--- src/hdl/modular_exponentiation_assert.svh ---
// Assertion helpers shared by the RTL. Clock is clk, reset is rst.
`ifndef MODULAR_EXPONENTIATION_ASSERT_SVH
`define MODULAR_EXPONENTIATION_ASSERT_SVH

// Same-cycle implication.
`define MEXP_ASSERT_NOW(label, ante, cons, msg) \
  label: assert property (@(posedge clk) disable iff (rst) (ante) |-> (cons)) \
    else $error(msg);

// Next-cycle implication.
`define MEXP_ASSERT_NEXT(label, ante, cons, msg) \
  label: assert property (@(posedge clk) disable iff (rst) (ante) |=> (cons)) \
    else $error(msg);

`endif

--- src/hdl/mexp_pkg.sv ---
package mexp_pkg;

  localparam int BASE_W       = 31;
  localparam int RES_W        = 31;
  localparam int EXP_BITS_DEF = 63;
  localparam int MOD_BITS_DEF = 31;
  localparam longint MOD_RESET = 64'd1000000007;

endpackage

--- src/hdl/mexp_mulred.sv ---
// One bit-serial interleaved modular multiply: p = 2p + y_bit*x, reduced
// by m. With p, x < m the sum stays below 3m, so one of three candidates
// is the reduced value.
module mexp_mulred #(
  parameter int MOD_BITS = mexp_pkg::MOD_BITS_DEF
) (
  input  logic                clk,
  input  logic                clear,
  input  logic                step,
  input  logic [MOD_BITS-1:0] x,
  input  logic                y_bit,
  input  logic [MOD_BITS-1:0] m,
  output logic [MOD_BITS-1:0] p
);

  localparam int W = MOD_BITS + 2;

  logic [W-1:0]        sum;
  logic [W-1:0]        m1;
  logic [W-1:0]        m2;
  logic [MOD_BITS-1:0] p_next;

  always_comb begin
    m1  = W'(m);
    m2  = W'(m) << 1;
    sum = (W'(p) << 1) + (y_bit ? W'(x) : '0);
    if (sum >= m2) begin
      p_next = MOD_BITS'(sum - m2);
    end else if (sum >= m1) begin
      p_next = MOD_BITS'(sum - m1);
    end else begin
      p_next = MOD_BITS'(sum);
    end
  end

  always_ff @(posedge clk) begin
    if (clear) begin
      p <= '0;
    end else if (step) begin
      p <= p_next;
    end
  end

endmodule

--- src/hdl/modular_exponentiation.sv ---
// A modulus of 0 or 1 sends an item straight to FINISH with a zero result.
// Otherwise the base is first reduced by the modulus, then each exponent
// bit up to the highest set one passes through two serial multipliers.
// One item at a time; a finished result waits in the output register while
// the next is taken. Sync reset: modulus 1000000007, empty.
module modular_exponentiation #(
  parameter int EXP_BITS = mexp_pkg::EXP_BITS_DEF,
  parameter int MOD_BITS = mexp_pkg::MOD_BITS_DEF
) (
  input  logic                        clk,
  input  logic                        rst,
  input  logic                        in_valid,
  output logic                        in_stall,
  input  logic [mexp_pkg::BASE_W-1:0] base_value,
  input  logic [EXP_BITS-1:0]         power,
  output logic                        out_valid,
  input  logic                        out_stall,
  output logic [mexp_pkg::RES_W-1:0]  residue,
  input  logic                        cfg_valid,
  output logic                        cfg_ready,
  input  logic [MOD_BITS-1:0]         modulus
);

  import mexp_pkg::*;

  localparam int CNT_W = $clog2(BASE_W);

  typedef enum logic [2:0] {IDLE, REDUCE, LOAD, MUL, UPD, FINISH} state_t;

  state_t              state;
  logic [MOD_BITS-1:0] mod_value;
  logic [MOD_BITS-1:0] acc;
  logic [MOD_BITS-1:0] base_r;
  logic [EXP_BITS-1:0] exp;
  logic [BASE_W-1:0]   yshift;
  logic [CNT_W-1:0]    cnt;

  logic                unit_clear;
  logic                unit_step;
  logic [MOD_BITS-1:0] xa;
  logic [MOD_BITS-1:0] pa;
  logic [MOD_BITS-1:0] pb;
  logic [BASE_W-1:0]   ya_aligned;
  logic [BASE_W-1:0]   yb_aligned;

  assign in_stall   = (state != IDLE);
  // no modulus write in the cycle an item is taken
  assign cfg_ready  = (state == IDLE) && !in_valid;
  assign unit_clear = (state == IDLE && in_valid) || state == LOAD || state == UPD;
  assign unit_step  = (state == REDUCE) || (state == MUL);
  // base reduction is a multiply by one
  assign xa         = (state == REDUCE) ? MOD_BITS'(1) : acc;
  // serial operand runs MSB first from the top of the shift register
  assign ya_aligned = BASE_W'(pa) << (BASE_W - MOD_BITS);
  assign yb_aligned = BASE_W'(pb) << (BASE_W - MOD_BITS);

  // acc * base (also base reduction)
  mexp_mulred #(.MOD_BITS(MOD_BITS)) u_mul_acc (
    .clk   (clk),
    .clear (unit_clear),
    .step  (unit_step),
    .x     (xa),
    .y_bit (yshift[BASE_W-1]),
    .m     (mod_value),
    .p     (pa)
  );

  // base * base
  mexp_mulred #(.MOD_BITS(MOD_BITS)) u_mul_sq (
    .clk   (clk),
    .clear (unit_clear),
    .step  (unit_step),
    .x     (base_r),
    .y_bit (yshift[BASE_W-1]),
    .m     (mod_value),
    .p     (pb)
  );

  always_ff @(posedge clk) begin
    if (rst) begin
      state     <= IDLE;
      out_valid <= 1'b0;
      mod_value <= MOD_BITS'(MOD_RESET);
    end else begin
      if (cfg_valid && cfg_ready) begin
        mod_value <= modulus;
      end
      if (out_valid && !out_stall && state != FINISH) begin
        out_valid <= 1'b0;
      end
      case (state)
        IDLE: begin
          if (in_valid) begin
            exp    <= power;
            yshift <= base_value;
            cnt    <= CNT_W'(BASE_W - 1);
            if (mod_value > MOD_BITS'(1)) begin
              acc   <= MOD_BITS'(1);
              state <= REDUCE;
            end else begin
              acc   <= '0;
              state <= FINISH;
            end
          end
        end
        REDUCE: begin
          yshift <= yshift << 1;
          cnt    <= cnt - 1'b1;
          if (cnt == '0) begin
            state <= LOAD;
          end
        end
        LOAD: begin
          base_r <= pa;
          yshift <= ya_aligned;
          cnt    <= CNT_W'(MOD_BITS - 1);
          state  <= (exp == '0) ? FINISH : MUL;
        end
        MUL: begin
          yshift <= yshift << 1;
          cnt    <= cnt - 1'b1;
          if (cnt == '0) begin
            state <= UPD;
          end
        end
        UPD: begin
          if (exp[0]) begin
            acc <= pa;
          end
          base_r <= pb;
          yshift <= yb_aligned;
          exp    <= exp >> 1;
          cnt    <= CNT_W'(MOD_BITS - 1);
          state  <= ((exp >> 1) == '0) ? FINISH : MUL;
        end
        FINISH: begin
          if (!out_valid || !out_stall) begin
            residue   <= RES_W'(acc);
            out_valid <= 1'b1;
            state     <= IDLE;
          end
        end
        default: begin
          state <= IDLE;
        end
      endcase
    end
  end

`include "modular_exponentiation_assert.svh"

  `MEXP_ASSERT_NOW(a_prod_reduced, state == UPD, pa < mod_value && pb < mod_value, "bad product")
  `MEXP_ASSERT_NOW(a_acc_reduced, state == MUL, acc < mod_value, "accumulator not reduced")
  `MEXP_ASSERT_NEXT(a_start, in_valid && !in_stall, state == REDUCE || state == FINISH, "no start")
  `MEXP_ASSERT_NOW(a_upd_after_mul, state == UPD, $past(state) == MUL, "no multiply pass")

endmodule

--- config.mk ---
export PLATFORM = sky130hd
export DESIGN_NAME = modular_exponentiation
export DESIGN_NICKNAME = d
export VERILOG_FILES = /design/src/hdl/mexp_pkg.sv /design/src/hdl/mexp_mulred.sv /design/src/hdl/modular_exponentiation.sv
export VERILOG_INCLUDE_DIRS = /design/src /design/src/hdl
export SDC_FILE = /design/constraint.sdc
export NUM_CORES = 1
export LEC_CHECK = 0
export ABC_AREA = 1
export BUFFER_PORTS_ARGS = -buffer_cell sky130_fd_sc_hd__buf_2
export CAP_MARGIN = 25
export CELL_PAD_IN_SITES_DETAIL_PLACEMENT = 0
export CELL_PAD_IN_SITES_GLOBAL_PLACEMENT = 1
export CORE_UTILIZATION = 36
export CTS_CLUSTER_SIZE = 8
export DETAILED_ROUTE_END_ITERATION = 6
export PLACE_DENSITY = 0.77
export SYNTH_ARGS = -nofsm -noshare
export SYNTH_HDL_FRONTEND = slang
export SYNTH_SLANG_ARGS = --single-unit
export TNS_END_PERCENT = 50
--- constraint.sdc ---
create_clock -name clk -period 14.5 [get_ports clk]
set_input_delay 2.9 -clock clk [delete_from_list [all_inputs] [get_ports clk]]
set_output_delay 2.9 -clock clk [all_outputs]
set_load 0.005 [all_outputs]
==> results.md, run 1 <==
- Outcome: finished with violations
- Failing checks: design-rule violations
- FMAX: around 160 MHz
- Syn Area/Cell: slightly below 7 um2
- CP Launch Type: input port
- Hold Crit Class: flop to flop
- DIE WIDTH: between 200 and 300 um
- # DRC: 1
- RSZ-0062 raised after global routing: no
- Synth Register Bits: ~290
- Ys async rst share: 0
- Area Growth Syn to Fin: 12.1%
- Post-synth top area share: 0.233
- First-pass DRT Iterations: 7
- Worst path top cell family by delay: buffers and inverters
- Final worst-path cycle share: 0.435
- Clock Latency Late Sink: 590 ps
- CP Max Fanout: 4
- Number of core rows: 95
- Initial antenna violation count: 3
- Most common cell in the netlist: nand2_1
- Hpwl dp: approximately 81000 um
- Setup TNS Final: 0 ps
- Post-synth top area cell: edfxtp_1
- PD cells: 260 mW/mm2
- CTS sink count: ~290
- Top FF cell, synth: edfxtp_1
- Worst Path Required: around 12000 ps
- Synth top cells by count: nand2_1 (1005), inv_1 (529), nor2_1 (377)
- Die area: about 0.07 mm2
- Worst Path Arrival: roughly 3400 ps
- Synth top area cells: edfxtp_1 (23%), nand2_1 (15%), ha_1 (9.4%), inv_1 (8.0%), dfxtp_1 (7.9%)
- Mapped Area: between 0.02 and 0.025 mm2
- Post-synth EDFFs: ~190
- Chip height: about 260 um
- Post-DR wirelength/cell: approximately 21 um
- Final setup vio count: 0
- Post-CTS Resized: 0
- Hold-critical path depth: 0
- Crit. End Element: output pin
- FILL cells: approximately 7300
- Slew Viols, Final: 0
- Clock Path Buffers: 3
- Area of the multi-input gates: around 0.015 mm2
- Crit path top cell by count: buf_2
- Worst-path clk slew: 50 ps
- Seq/Total Area, Yosys: 0.312
- Worst setup path startpoint: in_valid
- Slowest stage cell, crit path: nor2_1
- TritonCTS buffer count: 42
- Share of post-route cells with drive strength above 1: 0.0699
- Post-synthesis cell count: approximately 3700
- Pre-CTS setup slack: approximately 8200 ps
- Routability cong.: 1.05
- CP peak stage delay: 230 ps
- Register area: 0.00771 mm2
- I/O pin count: between 150 and 200
- DR vias: about 25000
- R2R setup slack: around 8400 ps
- Core area: roughly 0.068 mm2
- Peak supply drop: about 0.12 mV
- Vias in the first global route: about 24000
- Distinct cells, synth: between 50 and 60
- Post-layout worst setup margin: around 8000 ps
- Max Cap Violations: 0
- LEAKAGE: around 14 nW
- Post-synth net total: roughly 4000
- Post-DR vias/cell: around 5.3
- Count of input and output buffers: between 150 and 200
- GRT overflow: 0
- Min Tclk post-route: 6300 ps
- Final hold viol count: 0
- # hold bufs at CTS: 0
- Clk_skew: around 33 ps
- Largest net degree at the start of global routing: slightly below 100
- First-pass GRT wire length: roughly 150000 um
- Crit-path cells: buf_2 -> nor2_1 -> buf_2
- Warnings from Yosys: 0
- Root buffer cell: clkbuf_16
- Final WL: 99200 um
- R2r endpoint: u_mul_sq.p[6]
- RR Startpoint: yshift[30]
- Layout net count: roughly 4100
- H-tree levels: 2
- Critical path class: input port to output pin
- Hold EP: residue[22]
- Post-DRT Antenna Nets: 0
- Slew margin rel.: 0.326
- TritonCTS clock tree: done
- Actual slew at the worst max-slew pin: slightly above 1000 ps
- Buf/Inv on CP: 2
- Tot GR Track Use: 0.277
- Reg2Reg Depth: 27
- Hold_sp: acc[22]
- Initial drt markers: between 2000 and 3000
- Post-CTS setup buffers: 0
- Initial Utilization: 0.366
power breakdown:
part	switching, W	total [W]	leakage (nW)	internal, W
combinational	0.00357	0.00509	10.4	0.00152
clock	0.000394	0.000942	0.583	0.000549
sequential	0.000142	0.00118	2.58	0.00104
metal layers:
| layer | global-route usage | wire (um) | vias to the layer above |
|---|---|---|---|
| li1 | - | - | 12300 |
| met1 | 0.367 | 43400 | 11700 |
| met2 | 0.468 | 46900 | 797 |
| met3 | 0.0250 | 5320 | 163 |
| met4 | 0.102 | 3620 | 0 |
| met5 | 0 | 0 | - |
through the flow:
step,cells,total power (W),instance area [um2],hold WS [ps],utilization
CTS,4692,0.00714,27700,452,0.410
finish,4695,0.00721,27700,451,0.410
floorplan,3657,0.00452,24700,421,-
detailed placement,4618,0.00617,26400,435,0.391
global placement,4617,0.00620,26400,435,0.391
global route,4694,0.00770,27700,461,0.410
cell usage in the layout, fill, tap and decap left out, types with 5 or more instances in the layout:
master | netlist | routed
nand2_1 | 1005 | 1004
inv_1 | 529 | 527
nor2_1 | 377 | 373
a21oi_1 | 325 | 324
nand3_1 | 210 | 210
o21ai_0 | 203 | 203
edfxtp_1 | 192 | 192
ha_1 | 185 | 185
buf_2 | 16 | 163
xor2_1 | 111 | 111
dfxtp_1 | 97 | 97
clkbuf_16 | 0 | 42
nor3_1 | 42 | 41
nand4_1 | 41 | 41
xnor2_1 | 39 | 39
o21bai_1 | 35 | 35
clkbuf_1 | 64 | 28
o2111ai_1 | 27 | 27
a21o_1 | 22 | 22
nor4_1 | 18 | 18
buf_4 | 6 | 16
a31oi_1 | 13 | 13
nand3b_1 | 13 | 13
o211ai_1 | 11 | 11
o21a_1 | 10 | 10
nand2_2 | 7 | 8
a21boi_0 | 7 | 7
inv_2 | 5 | 6
fa_1 | 6 | 6
a21oi_2 | 5 | 5
a221oi_1 | 5 | 5
state kept, by name (all words and copies together), names as in the netlist, 31 cells and up:
name and count:
acc 31, base_r 31, exp 63, mod_value 31, residue 31, u_mul_acc.p 31
u_mul_sq.p 31, yshift 31
worst max path at each step:
stage / end / slack (ps) / cells after the start
CTS: cfg_ready / 8180 / 3
global placement: u_mul_acc.p[2] / 8180 / 28
detailed placement: cfg_ready / 8180 / 3
global route: u_mul_sq.p[17] / 8000 / 27
finish: cfg_ready / 8200 / 3
floorplan: acc[0] / 7450 / 3
cells by family after synthesis:
family / count (synthesis) / synth area share
and+or+nand+nor: 1728 / 0.287
AOI/OAI and AO/OA: 672 / 0.152
buffers and inverters: 627 / 0.0975
DFF: 289 / 0.312
adders and majority gates: 191 / 0.0985
xor gates and xnor gates: 150 / 0.0531
area by class of cell:
cell class / instances / area share
antenna: 1 / 0.0000903
timing repair buffer: 182 / 0.0365
tap: 873 / 0.0394
multi-input combinational: 2741 / 0.529
clock buffer: 71 / 0.0422
sequential: 289 / 0.278
clock inverter: 3 / 0.00226
inverter: 535 / 0.0725
(Power assumes the default switching activity.)
==> run 2, diff against run 1 <==
clock period = 6.45 ns   (was 14.5 ns; I/O delays follow)
==> run 2 against run 1 <==
Net effect:
- the run now ends clean
- count of clock-buffer cells in the layout rose by 2
- sequential cell count did not move
- sequential share of layout area fell by 0.17 points
- sequential power rose by 120%
- worst hold slack got worse by 2.1 ps
- via count fell by 0.53%
- wire length fell by 0.88%
- first-iteration DRC count fell by 17%
- global-route usage fell by 0.28 points
- critical endpoint is now u_mul_acc.p[0]
==> results.md, run 2 (synthesized netlist as in run 1, its figures left out) <==
- Post-DR vias/cell: 5.26 (-0.98%)
- Clock Latency Late Sink: 590 ps (about the same)
- DIE WIDTH: 264 um (unchanged)
- CP Launch Type: flop
- H-tree levels: 2 (unchanged)
- Vias in the first global route: 23400 (-1.5%)
- Core area: 0.0675 mm2 (unchanged)
- Clock Path Buffers: 3 (unchanged)
- Peak supply drop: 0.328 mV (+180%)
- Crit path top cell by count: nand2_1
- Hold Crit Class: flop to flop
- Chip height: 264 um (unchanged)
- Die area: 0.0697 mm2 (unchanged)
- Hpwl dp: 80700 um (-0.82%)
- GRT overflow: 0 (unchanged)
- CP peak stage delay: 480 ps (+250 ps)
- Critical path class: flop to flop
- Clock share of power: 0.139 (+0.008)
- First-pass DRT Iterations: 7 (unchanged)
- Max Cap Violations: 0 (unchanged)
- # hold bufs at CTS: 0 (unchanged)
- Setup TNS Final: 0 ps (unchanged)
- Final Power: 0.0163 W (+130%)
- Min Tclk post-route: around 6000 ps
- Initial drt markers: 2220 (-17%)
- Worst Path Required: 6950 ps (-4650 ps)
- Outcome: completed
- Worst path top cell family by delay: simple AND/OR/NAND/NOR gates
- DR vias: 24800 (-0.53%)
- Worst-path clk slew: 50 ps (about the same)
- Share of post-route cells with drive strength above 1: 0.0755 (+0.00564)
- PD cells: 586 mW/mm2 (+130%)
- # DRC: 0 (-1)
- Initial Utilization: 0.366 (unchanged)
- Tot GR Track Use: 0.274 (-0.00283)
- LEAKAGE: 13.7 nW (+0.86%)
- Area Growth Syn to Fin: 12.8%
- Combinational Power Share: 0.699 (-0.007)
- Root buffer cell: clkbuf_16
- Internal Power: 0.00718 W (+130%)
- RSZ-0062 raised after global routing: no
- CTS sink count: 289 (unchanged)
- Post-CTS setup buffers: 0 (unchanged)
- I/O pin count: 164 (unchanged)
- Actual slew at the worst max-slew pin: 1070 ps (+63.0 ps)
- Slowest stage cell, crit path: nand2_2
- FILL cells: 7301 (-0.25%)
- Most common cell after layout, fill and taps aside: nand2_1
- First-pass GRT wire length: 144000 um (-1.1%)
- Clk_skew: 28.8 ps (-4.27 ps)
- Commonest cells after routing, fill and taps aside: nand2_1 (1004), inv_1 (527), nor2_1 (373)
- CP Max Fanout: 32 (+28)
- Buf/Inv on CP: 6 (+4)
- Final WL: 98300 um (-0.88%)
- Crit. End Element: flop
- Final worst-path cycle share: 0.909
- Post-DRT Antenna Nets: 0 (unchanged)
- Routability cong.: 0.993 (-5.2%)
- Reg power frac: 0.162 (-0.002)
- Worst Path Arrival: 6360 ps (+2960 ps)
- FMAX: 171 MHz
- Post-DR wirelength/cell: 20.8 um (-1.3%)
- Layout net count: 4128 (+0.39%)
- Number of core rows: 95 (unchanged)
- TritonCTS buffer count: 44 (+4.8%)
- Net Sw Frac: 0.561 (-0.00869)
- Final Util: 0.413 (+0.00258)
- Biggest register: exp
- Slew Viols, Final: 0 (unchanged)
- NetSw: 0.00917 W (+120%)
- Final hold viol count: 0 (unchanged)
- Final setup vio count: 0 (unchanged)
- Post-CTS Resized: 0 (unchanged)
- Max reg flops: 63 (unchanged)
- Slew margin rel.: 0.286 (-0.0404)
- TritonCTS clock tree: done
- Count of input and output buffers: 163 (unchanged)
- Largest net degree at the start of global routing: 95 (-4.0%)
- Initial antenna violation count: 2 (-1)
-- run 2: path summary, 6_finish.rpt --
path         startpoint             end  slack [ps]  depth (start not counted)
max            state[0]  u_mul_acc.p[0]         590                         29
min             acc[23]     residue[23]         450                          0
max reg2reg    state[0]  u_mul_acc.p[0]         590                         29
min reg2reg     acc[23]     residue[23]         450                          0
-- run 2: metrics by stage --
stage / area [um2] / setup WS, ps / cells / hold WS, ps
after CTS: 27900 / 633 / 4713 / 447
after detailed placement: 26500 / 676 / 4634 / 438
final: 27900 / 588 / 4716 / 449
after global routing: 27900 / 43.9 / 4714 / 456
after global placement: 26500 / 716 / 4634 / 428
after floorplan: 24700 / 1010 / 3657 / 421
-- run 2: cell type report --
class	instances	area, um2	area share
multi-input cells	2741	14700	0.525
flip-flops and latches	289	7710	0.276
inverters	535	2010	0.0721
clock buffers	73	1260	0.0452
well taps	873	1090	0.0392
repair buffers	196	1060	0.0381
clock inverters	6	88.8	0.00319
diodes	3	7.51	0.000269
-- run 2: worst register-to-register path: cells and delay by family (launching register included) --
kind	cells	cell delay, ps
buf+inv	6	600
simple gates	16	2520
flops	1	400
xor+xnor	1	380
fa+ha+maj	2	770
compound gates	4	1120
-- run 2: layer usage --
layer	wire, um	up-vias	GRT usage
li1	-	12300	-
met1	44000	11600	0.369
met4	3490	0	0.0993
met5	0	-	0
met2	45500	705	0.455
met3	5290	151	0.0273
-- run 2: power by group through the flow --
stage	clock (W)	combinational, W	sequential [W]
6_report	0.00228	0.0114	0.00264
5_1_grt	0.00238	0.0124	0.00267
4_1_cts	0.00231	0.0113	0.00264
3_5_place_dp	0	0.0112	0.00268
3_3_place_gp	0	0.0113	0.00268
2_1_floorplan	0	0.00766	0.00251
